[src/rtl/hcb_pkg.sv]
// hcb_pkg: shared constants of the huffman code builder
// field widths of the input and result items; no dependencies
package hcb_pkg;

  localparam int unsigned InWeightW = 15;  // width of the weight field
  localparam int unsigned CodeW     = 15;  // width of the code_bits field
  localparam int unsigned LenW      = 4;   // width of the code_length field
  localparam int unsigned IdxW      = 4;   // width of the leaf_index field

endpackage

[src/rtl/hcb_ram.sv]
// hcb_ram: generic single write port, single read port ram
// read data registered; no dependencies
module hcb_ram #(
  parameter int unsigned WIDTH = 8,
  parameter int unsigned DEPTH = 16
) (
  input  logic                     clk_i,
  input  logic                     we_i,
  input  logic [$clog2(DEPTH)-1:0] waddr_i,
  input  logic [WIDTH-1:0]         wdata_i,
  input  logic [$clog2(DEPTH)-1:0] raddr_i,
  output logic [WIDTH-1:0]         rdata_o
);

  logic [WIDTH-1:0] mem_q [DEPTH];

  always_ff @(posedge clk_i) begin
    if (we_i) begin
      mem_q[waddr_i] <= wdata_i;
    end
    rdata_o <= mem_q[raddr_i];
  end

endmodule

[src/rtl/hcb_min2.sv]
// hcb_min2: shared selection unit, keeps the two smallest weights of a scan
// strict less-than, so the earlier index wins on a tie; no dependencies
module hcb_min2 #(
  parameter int unsigned NW = 19,
  parameter int unsigned NI = 5
) (
  input  logic          clk_i,
  input  logic          rst_ni,
  input  logic          clear_i,
  input  logic          en_i,
  input  logic [NW-1:0] cand_w_i,
  input  logic [NI-1:0] cand_idx_i,
  output logic [NI-1:0] s1_o,
  output logic [NI-1:0] s2_o,
  output logic [NW-1:0] sum_o
);

  logic          f1_q, f2_q;
  logic [NW-1:0] w1_q, w2_q;
  logic [NI-1:0] s1_q, s2_q;
  logic          take1, take2;

  assign take1 = !f1_q || (cand_w_i < w1_q);
  assign take2 = !f2_q || (cand_w_i < w2_q);

  always_ff @(posedge clk_i or negedge rst_ni) begin
    if (!rst_ni) begin
      f1_q <= 1'b0;
      f2_q <= 1'b0;
    end else if (clear_i) begin
      f1_q <= 1'b0;
      f2_q <= 1'b0;
    end else if (en_i) begin
      priority if (take1) begin
        f2_q <= f1_q;
        f1_q <= 1'b1;
      end else if (take2) begin
        f2_q <= 1'b1;
      end
    end
  end

  always_ff @(posedge clk_i) begin
    if (en_i && !clear_i) begin
      priority if (take1) begin
        w2_q <= w1_q;
        s2_q <= s1_q;
        w1_q <= cand_w_i;
        s1_q <= cand_idx_i;
      end else if (take2) begin
        w2_q <= cand_w_i;
        s2_q <= cand_idx_i;
      end
    end
  end

  assign s1_o  = s1_q;
  assign s2_o  = s2_q;
  assign sum_o = w1_q + w2_q;

endmodule

[src/rtl/huffman_code_builder_unit.sv]
// huffman_code_builder_unit: top level, sequencer, node flags and output register
// uses hcb_pkg, hcb_ram (node weights, parent links) and hcb_min2
//
// Input channel (in_valid_i / in_stall_o): one leaf weight per item, last_i
// closes the set. Non-final items are taken one per cycle while the block is
// idle. Leaves beyond MAX_LEAVES are dropped and every result of that set
// carries overflowed_o.
// On the closing item the block stalls its input and builds the tree with
// n-1 merges. Each merge scans nodes 0..top-1 through the weight ram, one node
// a cycle into the shared two-minimum unit, then writes the new node in the
// MERGE1 and MERGE2 states. Codes are then traced leaf to root through the
// parent ram, one level per TR_CHECK and TR_USE pass, and one result item is
// given per leaf in load order, the final one with last_leaf_o set.
// Output channel (out_valid_o / out_stall_i): results sit in an output
// register; while the receiver stalls, the trace waits. New leaves of the next
// set are taken while the last result still waits.
// Reset clears the leaf count, overflow flag, parent flags and the output
// valid; ram contents need no clearing as only entries written in a set are read.
module huffman_code_builder_unit #(
  parameter int unsigned MAX_LEAVES  = 16,
  parameter int unsigned WEIGHT_BITS = 15
) (
  input  logic                            clk_i,
  input  logic                            rst_ni,
  input  logic                            in_valid_i,
  output logic                            in_stall_o,
  input  logic [hcb_pkg::InWeightW-1:0]   weight_i,
  input  logic                            last_i,
  output logic                            out_valid_o,
  input  logic                            out_stall_i,
  output logic [hcb_pkg::IdxW-1:0]        leaf_index_o,
  output logic [hcb_pkg::CodeW-1:0]       code_bits_o,
  output logic [hcb_pkg::LenW-1:0]        code_length_o,
  output logic                            overflowed_o,
  output logic                            last_leaf_o
);

  localparam int unsigned ND   = 2 * MAX_LEAVES - 1;
  localparam int unsigned NI   = $clog2(ND);
  localparam int unsigned LCW  = $clog2(MAX_LEAVES + 1);
  localparam int unsigned LIW  = $clog2(MAX_LEAVES);
  localparam int unsigned LENW = $clog2(MAX_LEAVES);
  localparam int unsigned WBE  = (WEIGHT_BITS < hcb_pkg::InWeightW) ?
                                 WEIGHT_BITS : hcb_pkg::InWeightW;
  localparam int unsigned NW   = WBE + $clog2(MAX_LEAVES);
  localparam int unsigned LENX = (LENW > hcb_pkg::LenW) ? LENW : hcb_pkg::LenW;
  localparam int unsigned LIX  = (LIW > hcb_pkg::IdxW) ? LIW : hcb_pkg::IdxW;

  typedef enum logic [2:0] {
    IDLE, PREP, SCAN, MERGE1, MERGE2, TR_CHECK, TR_USE, EMIT
  } state_e;

  state_e                   state_q;
  logic [LCW-1:0]           leaf_count_q;
  logic                     ovf_q;
  logic [ND-1:0]            has_parent_q;
  logic [NI-1:0]            top_q, j_q, rd_idx_q, c_q;
  logic [LCW-1:0]           mrem_q;
  logic                     rd_vld_q;
  logic [LIW-1:0]           i_q;
  logic [LENW-1:0]          len_q;
  logic [hcb_pkg::CodeW-1:0] code_q;
  logic                     out_valid_q;
  logic [hcb_pkg::IdxW-1:0]  leaf_index_q;
  logic [hcb_pkg::CodeW-1:0] code_bits_q;
  logic [hcb_pkg::LenW-1:0]  code_length_q;
  logic                     overflowed_q;
  logic                     last_leaf_q;

  logic                     in_acc, room, issue, out_free, is_last_leaf;
  logic [LENX-1:0]          len_x;
  logic [LIX-1:0]           idx_x;
  logic [NI-1:0]            s1, s2;
  logic [NW-1:0]            sum, w_rdata;
  logic [NI:0]              p_rdata;
  logic                     sel_clear, sel_en;
  logic                     w_we, p_we;
  logic [NI-1:0]            w_waddr, p_waddr;
  logic [NW-1:0]            w_wdata;
  logic [hcb_pkg::InWeightW-1:0] wmask;

  assign wmask        = (WEIGHT_BITS >= hcb_pkg::InWeightW) ? '1 :
                        hcb_pkg::InWeightW'((1 << WBE) - 1);
  assign in_stall_o   = (state_q != IDLE);
  assign in_acc       = in_valid_i && !in_stall_o;
  assign room         = (leaf_count_q < LCW'(MAX_LEAVES));
  assign issue        = (j_q < top_q);
  assign out_free     = !out_valid_q || !out_stall_i;
  assign is_last_leaf = ((LCW'(i_q) + LCW'(1)) == leaf_count_q);
  assign len_x        = LENX'(len_q);
  assign idx_x        = LIX'(i_q);

  // node weights: leaves on load, internal nodes on merge
  assign w_we    = (in_acc && room) || (state_q == MERGE1);
  assign w_waddr = (state_q == MERGE1) ? top_q : NI'(leaf_count_q);
  assign w_wdata = (state_q == MERGE1) ? sum : NW'(weight_i & wmask);

  // parent links carry a side bit: set when the node is the right child
  assign p_we    = (state_q == MERGE1) || (state_q == MERGE2);
  assign p_waddr = (state_q == MERGE1) ? s1 : s2;

  assign sel_clear = (state_q == PREP) || (state_q == MERGE2);
  assign sel_en    = (state_q == SCAN) && rd_vld_q && !has_parent_q[rd_idx_q];

  hcb_ram #(.WIDTH(NW), .DEPTH(ND)) u_weight_ram (
    .clk_i   (clk_i),
    .we_i    (w_we),
    .waddr_i (w_waddr),
    .wdata_i (w_wdata),
    .raddr_i (j_q),
    .rdata_o (w_rdata)
  );

  hcb_ram #(.WIDTH(NI + 1), .DEPTH(ND)) u_parent_ram (
    .clk_i   (clk_i),
    .we_i    (p_we),
    .waddr_i (p_waddr),
    .wdata_i ({(state_q == MERGE2), top_q}),
    .raddr_i (c_q),
    .rdata_o (p_rdata)
  );

  hcb_min2 #(.NW(NW), .NI(NI)) u_min2 (
    .clk_i      (clk_i),
    .rst_ni     (rst_ni),
    .clear_i    (sel_clear),
    .en_i       (sel_en),
    .cand_w_i   (w_rdata),
    .cand_idx_i (rd_idx_q),
    .s1_o       (s1),
    .s2_o       (s2),
    .sum_o      (sum)
  );

  always_ff @(posedge clk_i or negedge rst_ni) begin
    if (!rst_ni) begin
      state_q       <= IDLE;
      leaf_count_q  <= '0;
      ovf_q         <= 1'b0;
      has_parent_q  <= '0;
      top_q         <= '0;
      j_q           <= '0;
      rd_idx_q      <= '0;
      rd_vld_q      <= 1'b0;
      c_q           <= '0;
      mrem_q        <= '0;
      i_q           <= '0;
      len_q         <= '0;
      code_q        <= '0;
      out_valid_q   <= 1'b0;
      leaf_index_q  <= '0;
      code_bits_q   <= '0;
      code_length_q <= '0;
      overflowed_q  <= 1'b0;
      last_leaf_q   <= 1'b0;
    end else begin
      if (out_valid_q && !out_stall_i && (state_q != EMIT)) begin
        out_valid_q <= 1'b0;
      end
      unique case (state_q)
        IDLE: begin
          if (in_acc) begin
            if (room) begin
              leaf_count_q <= leaf_count_q + LCW'(1);
            end else begin
              ovf_q <= 1'b1;
            end
            if (last_i) begin
              state_q <= PREP;
            end
          end
        end
        PREP: begin
          top_q  <= NI'(leaf_count_q);
          mrem_q <= leaf_count_q - LCW'(1);
          j_q    <= '0;
          rd_vld_q <= 1'b0;
          i_q    <= '0;
          c_q    <= '0;
          len_q  <= '0;
          code_q <= '0;
          // single leaf: no merge, straight to the trace
          state_q <= (leaf_count_q == LCW'(1)) ? TR_CHECK : SCAN;
        end
        SCAN: begin
          if (issue) begin
            j_q <= j_q + NI'(1);
          end
          rd_vld_q <= issue;
          rd_idx_q <= j_q;
          if (!issue && !rd_vld_q) begin
            state_q <= MERGE1;
          end
        end
        MERGE1: begin
          has_parent_q[s1]    <= 1'b1;
          has_parent_q[s2]    <= 1'b1;
          has_parent_q[top_q] <= 1'b0;
          state_q <= MERGE2;
        end
        MERGE2: begin
          top_q  <= top_q + NI'(1);
          mrem_q <= mrem_q - LCW'(1);
          j_q    <= '0;
          state_q <= (mrem_q == LCW'(1)) ? TR_CHECK : SCAN;
        end
        TR_CHECK: begin
          state_q <= has_parent_q[c_q] ? TR_USE : EMIT;
        end
        TR_USE: begin
          if (p_rdata[NI] && (len_x < LENX'(hcb_pkg::CodeW))) begin
            code_q[len_x[hcb_pkg::LenW-1:0]] <= 1'b1;
          end
          len_q   <= len_q + LENW'(1);
          c_q     <= p_rdata[NI-1:0];
          state_q <= TR_CHECK;
        end
        EMIT: begin
          if (out_free) begin
            out_valid_q   <= 1'b1;
            leaf_index_q  <= idx_x[hcb_pkg::IdxW-1:0];
            code_bits_q   <= code_q;
            code_length_q <= len_x[hcb_pkg::LenW-1:0];
            overflowed_q  <= ovf_q;
            last_leaf_q   <= is_last_leaf;
            if (is_last_leaf) begin
              has_parent_q <= '0;
              leaf_count_q <= '0;
              ovf_q        <= 1'b0;
              state_q      <= IDLE;
            end else begin
              i_q     <= i_q + LIW'(1);
              c_q     <= NI'(i_q) + NI'(1);
              len_q   <= '0;
              code_q  <= '0;
              state_q <= TR_CHECK;
            end
          end
        end
        default: state_q <= IDLE;
      endcase
    end
  end

  assign out_valid_o   = out_valid_q;
  assign leaf_index_o  = leaf_index_q;
  assign code_bits_o   = code_bits_q;
  assign code_length_o = code_length_q;
  assign overflowed_o  = overflowed_q;
  assign last_leaf_o   = last_leaf_q;

  a_last_stalls: assert property (@(posedge clk_i) disable iff (!rst_ni)
    in_valid_i && !in_stall_o && last_i |=> in_stall_o)
    else $error("input not stalled after closing item");

  a_distinct_children: assert property (@(posedge clk_i) disable iff (!rst_ni)
    state_q == MERGE1 |-> s1 != s2)
    else $error("merge picked the same node twice");

  a_count_bound: assert property (@(posedge clk_i) disable iff (!rst_ni)
    leaf_count_q <= LCW'(MAX_LEAVES))
    else $error("leaf count beyond capacity");

  a_idle_clean: assert property (@(posedge clk_i) disable iff (!rst_ni)
    state_q == IDLE |-> has_parent_q == '0)
    else $error("parent flags left set between sets");

endmodule

[config.mk]
export PLATFORM = sky130hd
export DESIGN_NAME = huffman_code_builder_unit
export DESIGN_NICKNAME = d
export VERILOG_FILES = /design/src/rtl/hcb_pkg.sv /design/src/rtl/hcb_ram.sv /design/src/rtl/hcb_min2.sv /design/src/rtl/huffman_code_builder_unit.sv
export SDC_FILE = /design/constraint.sdc
export NUM_CORES = 1
export LEC_CHECK = 0
export BUFFER_PORTS_ARGS = -buffer_cell sky130_fd_sc_hd__clkbuf_2
export CORE_MARGIN = 2
export CORE_UTILIZATION = 55
export CTS_CLUSTER_DIAMETER = 40
export DETAILED_ROUTE_END_ITERATION = 6
export GPL_TIMING_DRIVEN = 0
export PLACE_DENSITY_LB_ADDON = 0.15
export SLEW_MARGIN = 40
export SYNTH_ARGS = -nofsm -noshare
export SYNTH_HDL_FRONTEND = slang
export SYNTH_HIERARCHICAL = 1
export SYNTH_SLANG_ARGS = --single-unit
[constraint.sdc]
create_clock -name clk_i -period 4.9 [get_ports clk_i]
set_input_delay 0.49 -clock clk_i [delete_from_list [all_inputs] [get_ports clk_i]]
set_output_delay 0.49 -clock clk_i [all_outputs]
set_load 0.05 [all_outputs]
==> metrics list <==
- Leak: approximately 17 nW
* Vias per cell: roughly 6.3
- Ports placed on the boundary: 47
* Detailed-route via count: approximately 24000
- Placeable core region: 74400 µm²
* Seq/Total Area, Yosys: 68.1%
* Chip width: about 280 µm
- The placed instances occupy a cell area of ~44000 µm².
- On the worst path, the slowest cell contributes a delay of just under 0.6 ns.
* Clock network latency to the later pin of the worst-skew pair: ~0.70 ns
- The initial antenna violation count came to 4.
- CTS resizes: 0
- Post-layout util: 64.7%
* Number of distinct library cells after synthesis: between 80 and 90
* Count of clock tree sinks: just under 1000
- Outcome: completed
- Peak supply drop: 0.366 mV
* R2R Path Start: state_q[0]
- Number of clock buffers inserted by TritonCTS: 119
* Final #Nets: between 2000 and 3000
* Number of max-capacitance violations reported: 0
- Post-Synthesis Mean Instance Area: 15.9 µm²
- Final Setup Violations: 0
- Summed over all failing endpoints, the final setup total negative slack is 0 ns.
- First-pass GRT wire length: between 150000 and 200000 µm
- The final hold violation count was 0.
- Detailed placement finished with a half-perimeter wire length of 69300 µm.
- Netlist Area Pre-Place: around 41000 µm²
- Of all nets on the critical path, the largest fanout is 11.
- Ranking of synthesized cells by area: sky130_fd_sc_hd__edfxtp_1, sky130_fd_sc_hd__dfrtp_1, sky130_fd_sc_hd__mux4_2
* Die Area: a little under 80000 µm²
* Proportion of layout cells with a drive suffix above 1: 21.6%
- The floorplan step set the die height to 278 µm.
- Among all flip-flop cells after synthesis, the most frequent one is sky130_fd_sc_hd__edfxtp_1.
- The critical path is of the reg -> reg type.
- Final period utilization: slightly above 90%
* Grt ovf: 0
* Final worst clock skew: approximately 0.033 ns
- After synthesis the netlist holds a flip-flop and latch count of 965.
- Area growth from synthesis to final layout: 16.6%
* Htree depth: 3
* Transition time at the pin with the least slew margin: between 0.8 and 0.9 ns
- For this run, design rule violations remaining after detail routing come to 0.
- Sort of element at the end of the critical path: flip-flop
- Post-route worst setup slack: 0.420 ns
- Async set-or-reset flop fraction in the synthesized netlist: roughly an eighth
- Net count of the mapped netlist: ~2700
* Class of the tightest hold or removal check: in -> reg
- The pre-antenna-repair detailed-routing pass consisted of 5 iterations.
- TritonCTS built the clock tree.
- Fill cells in the final layout number roughly 5100.
- Synthesis handed over a netlist of 2599 instances.
- Iteration-0 DRC Markers: 3134
- Slew Limit Fails: 0
- OpenSTA, run right after detailed placement, puts the worst setup slack at between 0.5 and 0.6 ns.
* Avg WL per Cell: 26.4 µm
* Cell accounting for the most synthesized area: sky130_fd_sc_hd__edfxtp_1
* Hold Startpoint: in_valid_i
- Overall global routing resource usage: about a quarter
* Starting Density: a little under three fifths
- On the critical path, the stage with the largest delay is an instance of sky130_fd_sc_hd__nand3_1.
- The worst setup path is launched from a flip-flop.
- Data on the critical path is required at its endpoint by 5.28 ns.
- Global placer's final weighted congestion: roughly 0.9
- The tree is rooted in a sky130_fd_sc_hd__clkbuf_16.
* Max frequency: about 220 MHz
- Number of global-route vias before repair: roughly 24000
- In this run, synthesis inferred 823 flip-flops with an integrated enable.
* Share of Yosys cell area claimed by the top area cell type: 59.8%
- For this run, the number of Yosys warnings is 6.
- Setup repair after global routing left no endpoint under its margin.
* Final total power: 26.8 mW
- Clock-pin slew was measured on the worst setup and hold paths at roughly 0.060 ns.
* Non-Filler Cell Area, Final: about 48000 µm²
- Maximum number of pins on one net before global-route repair: 68
* Count of standard-cell rows: 100
- Critical path arrival: between 4 and 5 ns
* Power per cell area: 556 nW/µm²
- Walking the worst path, the cells encountered are clkbuf_1, clkbuf_1, nand3_1, clkbuf_1, o21ai_0, nand3b_1, buf_4, nor2_4, buf_16.
- Leading post-synthesis cells by instance count: sky130_fd_sc_hd__edfxtp_1, sky130_fd_sc_hd__nand2_1, sky130_fd_sc_hd__mux2i_1
* Worst setup path startpoint: state_q[0]
- Maximum count of clock buffers along a single path: 3
- The setup check on the worst reg-to-reg path leaves a slack of 0.42 ns.
- Antenna viol nets, final: 0
- sky130_fd_sc_hd__edfxtp_1 is the most common cell in the netlist.
* Drt total wl: about 100000 µm
* Time the final worst path needs with I/O delays and setup: 4.48 ns
* Worst max-slew margin expressed relative to the limit: between 40% and 50%
- # port buffers: 46
- Cell type with the highest occurrence count on the critical path: sky130_fd_sc_hd__clkbuf_1
## state kept, by name, indices dropped and copies added, names as in the netlist, 6 cells and up
register,flops
code_bits_o,15
code_q,15
u_weight_ram/rdata_o,19
u_min2/w1_q,19
u_weight_ram/mem_q,589
u_min2/w2_q,19
has_parent_q,31
u_parent_ram/rdata_o,6
u_parent_ram/mem_q,186
## metrics by stage
step	std cells	hold WS, ns
6_report	3879	0.283
2_1_floorplan	2599	0.194
4_1_cts	3877	0.248
5_1_grt	3878	0.299
3_3_place_gp	3614	0.453
3_5_place_dp	3653	0.456
## path summary, 6_finish.rpt
| check | endpoint | cells after the start |
|---|---|---|
| worst max-delay path | u_weight_ram/mem_q[2][16] | 9 |
| worst min-delay path | ovf_q | 5 |
| worst max register to register | u_weight_ram/mem_q[2][16] | 9 |
| worst min register to register | u_min2/s1_o[0] | 0 |
| max in group asynchronous | c_q[3] | 3 |
| min in group asynchronous | has_parent_q[2] | 2 |
## layout by cell type (no fill, tap or decap), drive strengths merged, types with 82 or more instances in the layout
cell	Yosys	routed
inv	62	82
o21ai	83	83
nand2	197	197
nor2	111	111
clkbuf	65	248
edfxtp	823	823
buf	73	113
dfrtp	117	117
mux2	113	113
mux2i	169	169
mux4	115	115
a21oi	109	109
## metal layers
layer  part of all wire [%]  global-route usage, %
met1                     44                   40.9
met2                     45                   40.0
met4                    1.8                   6.03
met3                    9.3                   4.84
met5                      0                      0
## critical path, delay by kind of cell, from the launching register on
kind / cells / cell delay (ns)
buffers and inverters: 5 / 1.73
DFF: 1 / 0.32
and+or+nand+nor: 3 / 1.52
AOI/OAI and AO/OA: 1 / 0.57
## power breakdown
group	switching (mW)	total (mW)	internal [mW]
clock	3.49	9.23	5.75
combinational	4.36	6.76	2.39
sequential	0.616	10.8	10.2
total	8.46	26.8	18.3
## final cells by class
| class | instances | area, µm² | area share [%] |
|---|---|---|---|
| inverter | 63 | 238 | 0.494 |
| multi-input combinational | 1433 | 12500 | 25.9 |
| antenna | 1 | 2.50 | 0.00520 |
| clock buffer | 137 | 3150 | 6.54 |
| tap | 969 | 1210 | 2.52 |
| clock inverter | 86 | 1100 | 2.28 |
| buffer | 138 | 783 | 1.63 |
| sequential | 965 | 28100 | 58.4 |
| timing repair buffer | 87 | 1080 | 2.24 |
## what timing repair did
action / CTS / global route
hold buffers: 1 / 0
hold endpoints to repair: 50 / 0
buffers inserted: 0 / 0
## kinds of logic after synthesis
logic type | count (synthesis) | synth area share [%]
buffers and inverters | 201 | 2.47
AO/OA/AOI/OAI | 446 | 7.13
AND/OR/NAND/NOR | 487 | 5.53
multiplexers | 397 | 13.9
adder cells (fa/ha/maj) | 74 | 2.26
flip-flops | 965 | 68.1
XOR/XNOR | 29 | 0.648
Power figures use the tool's default switching activity.
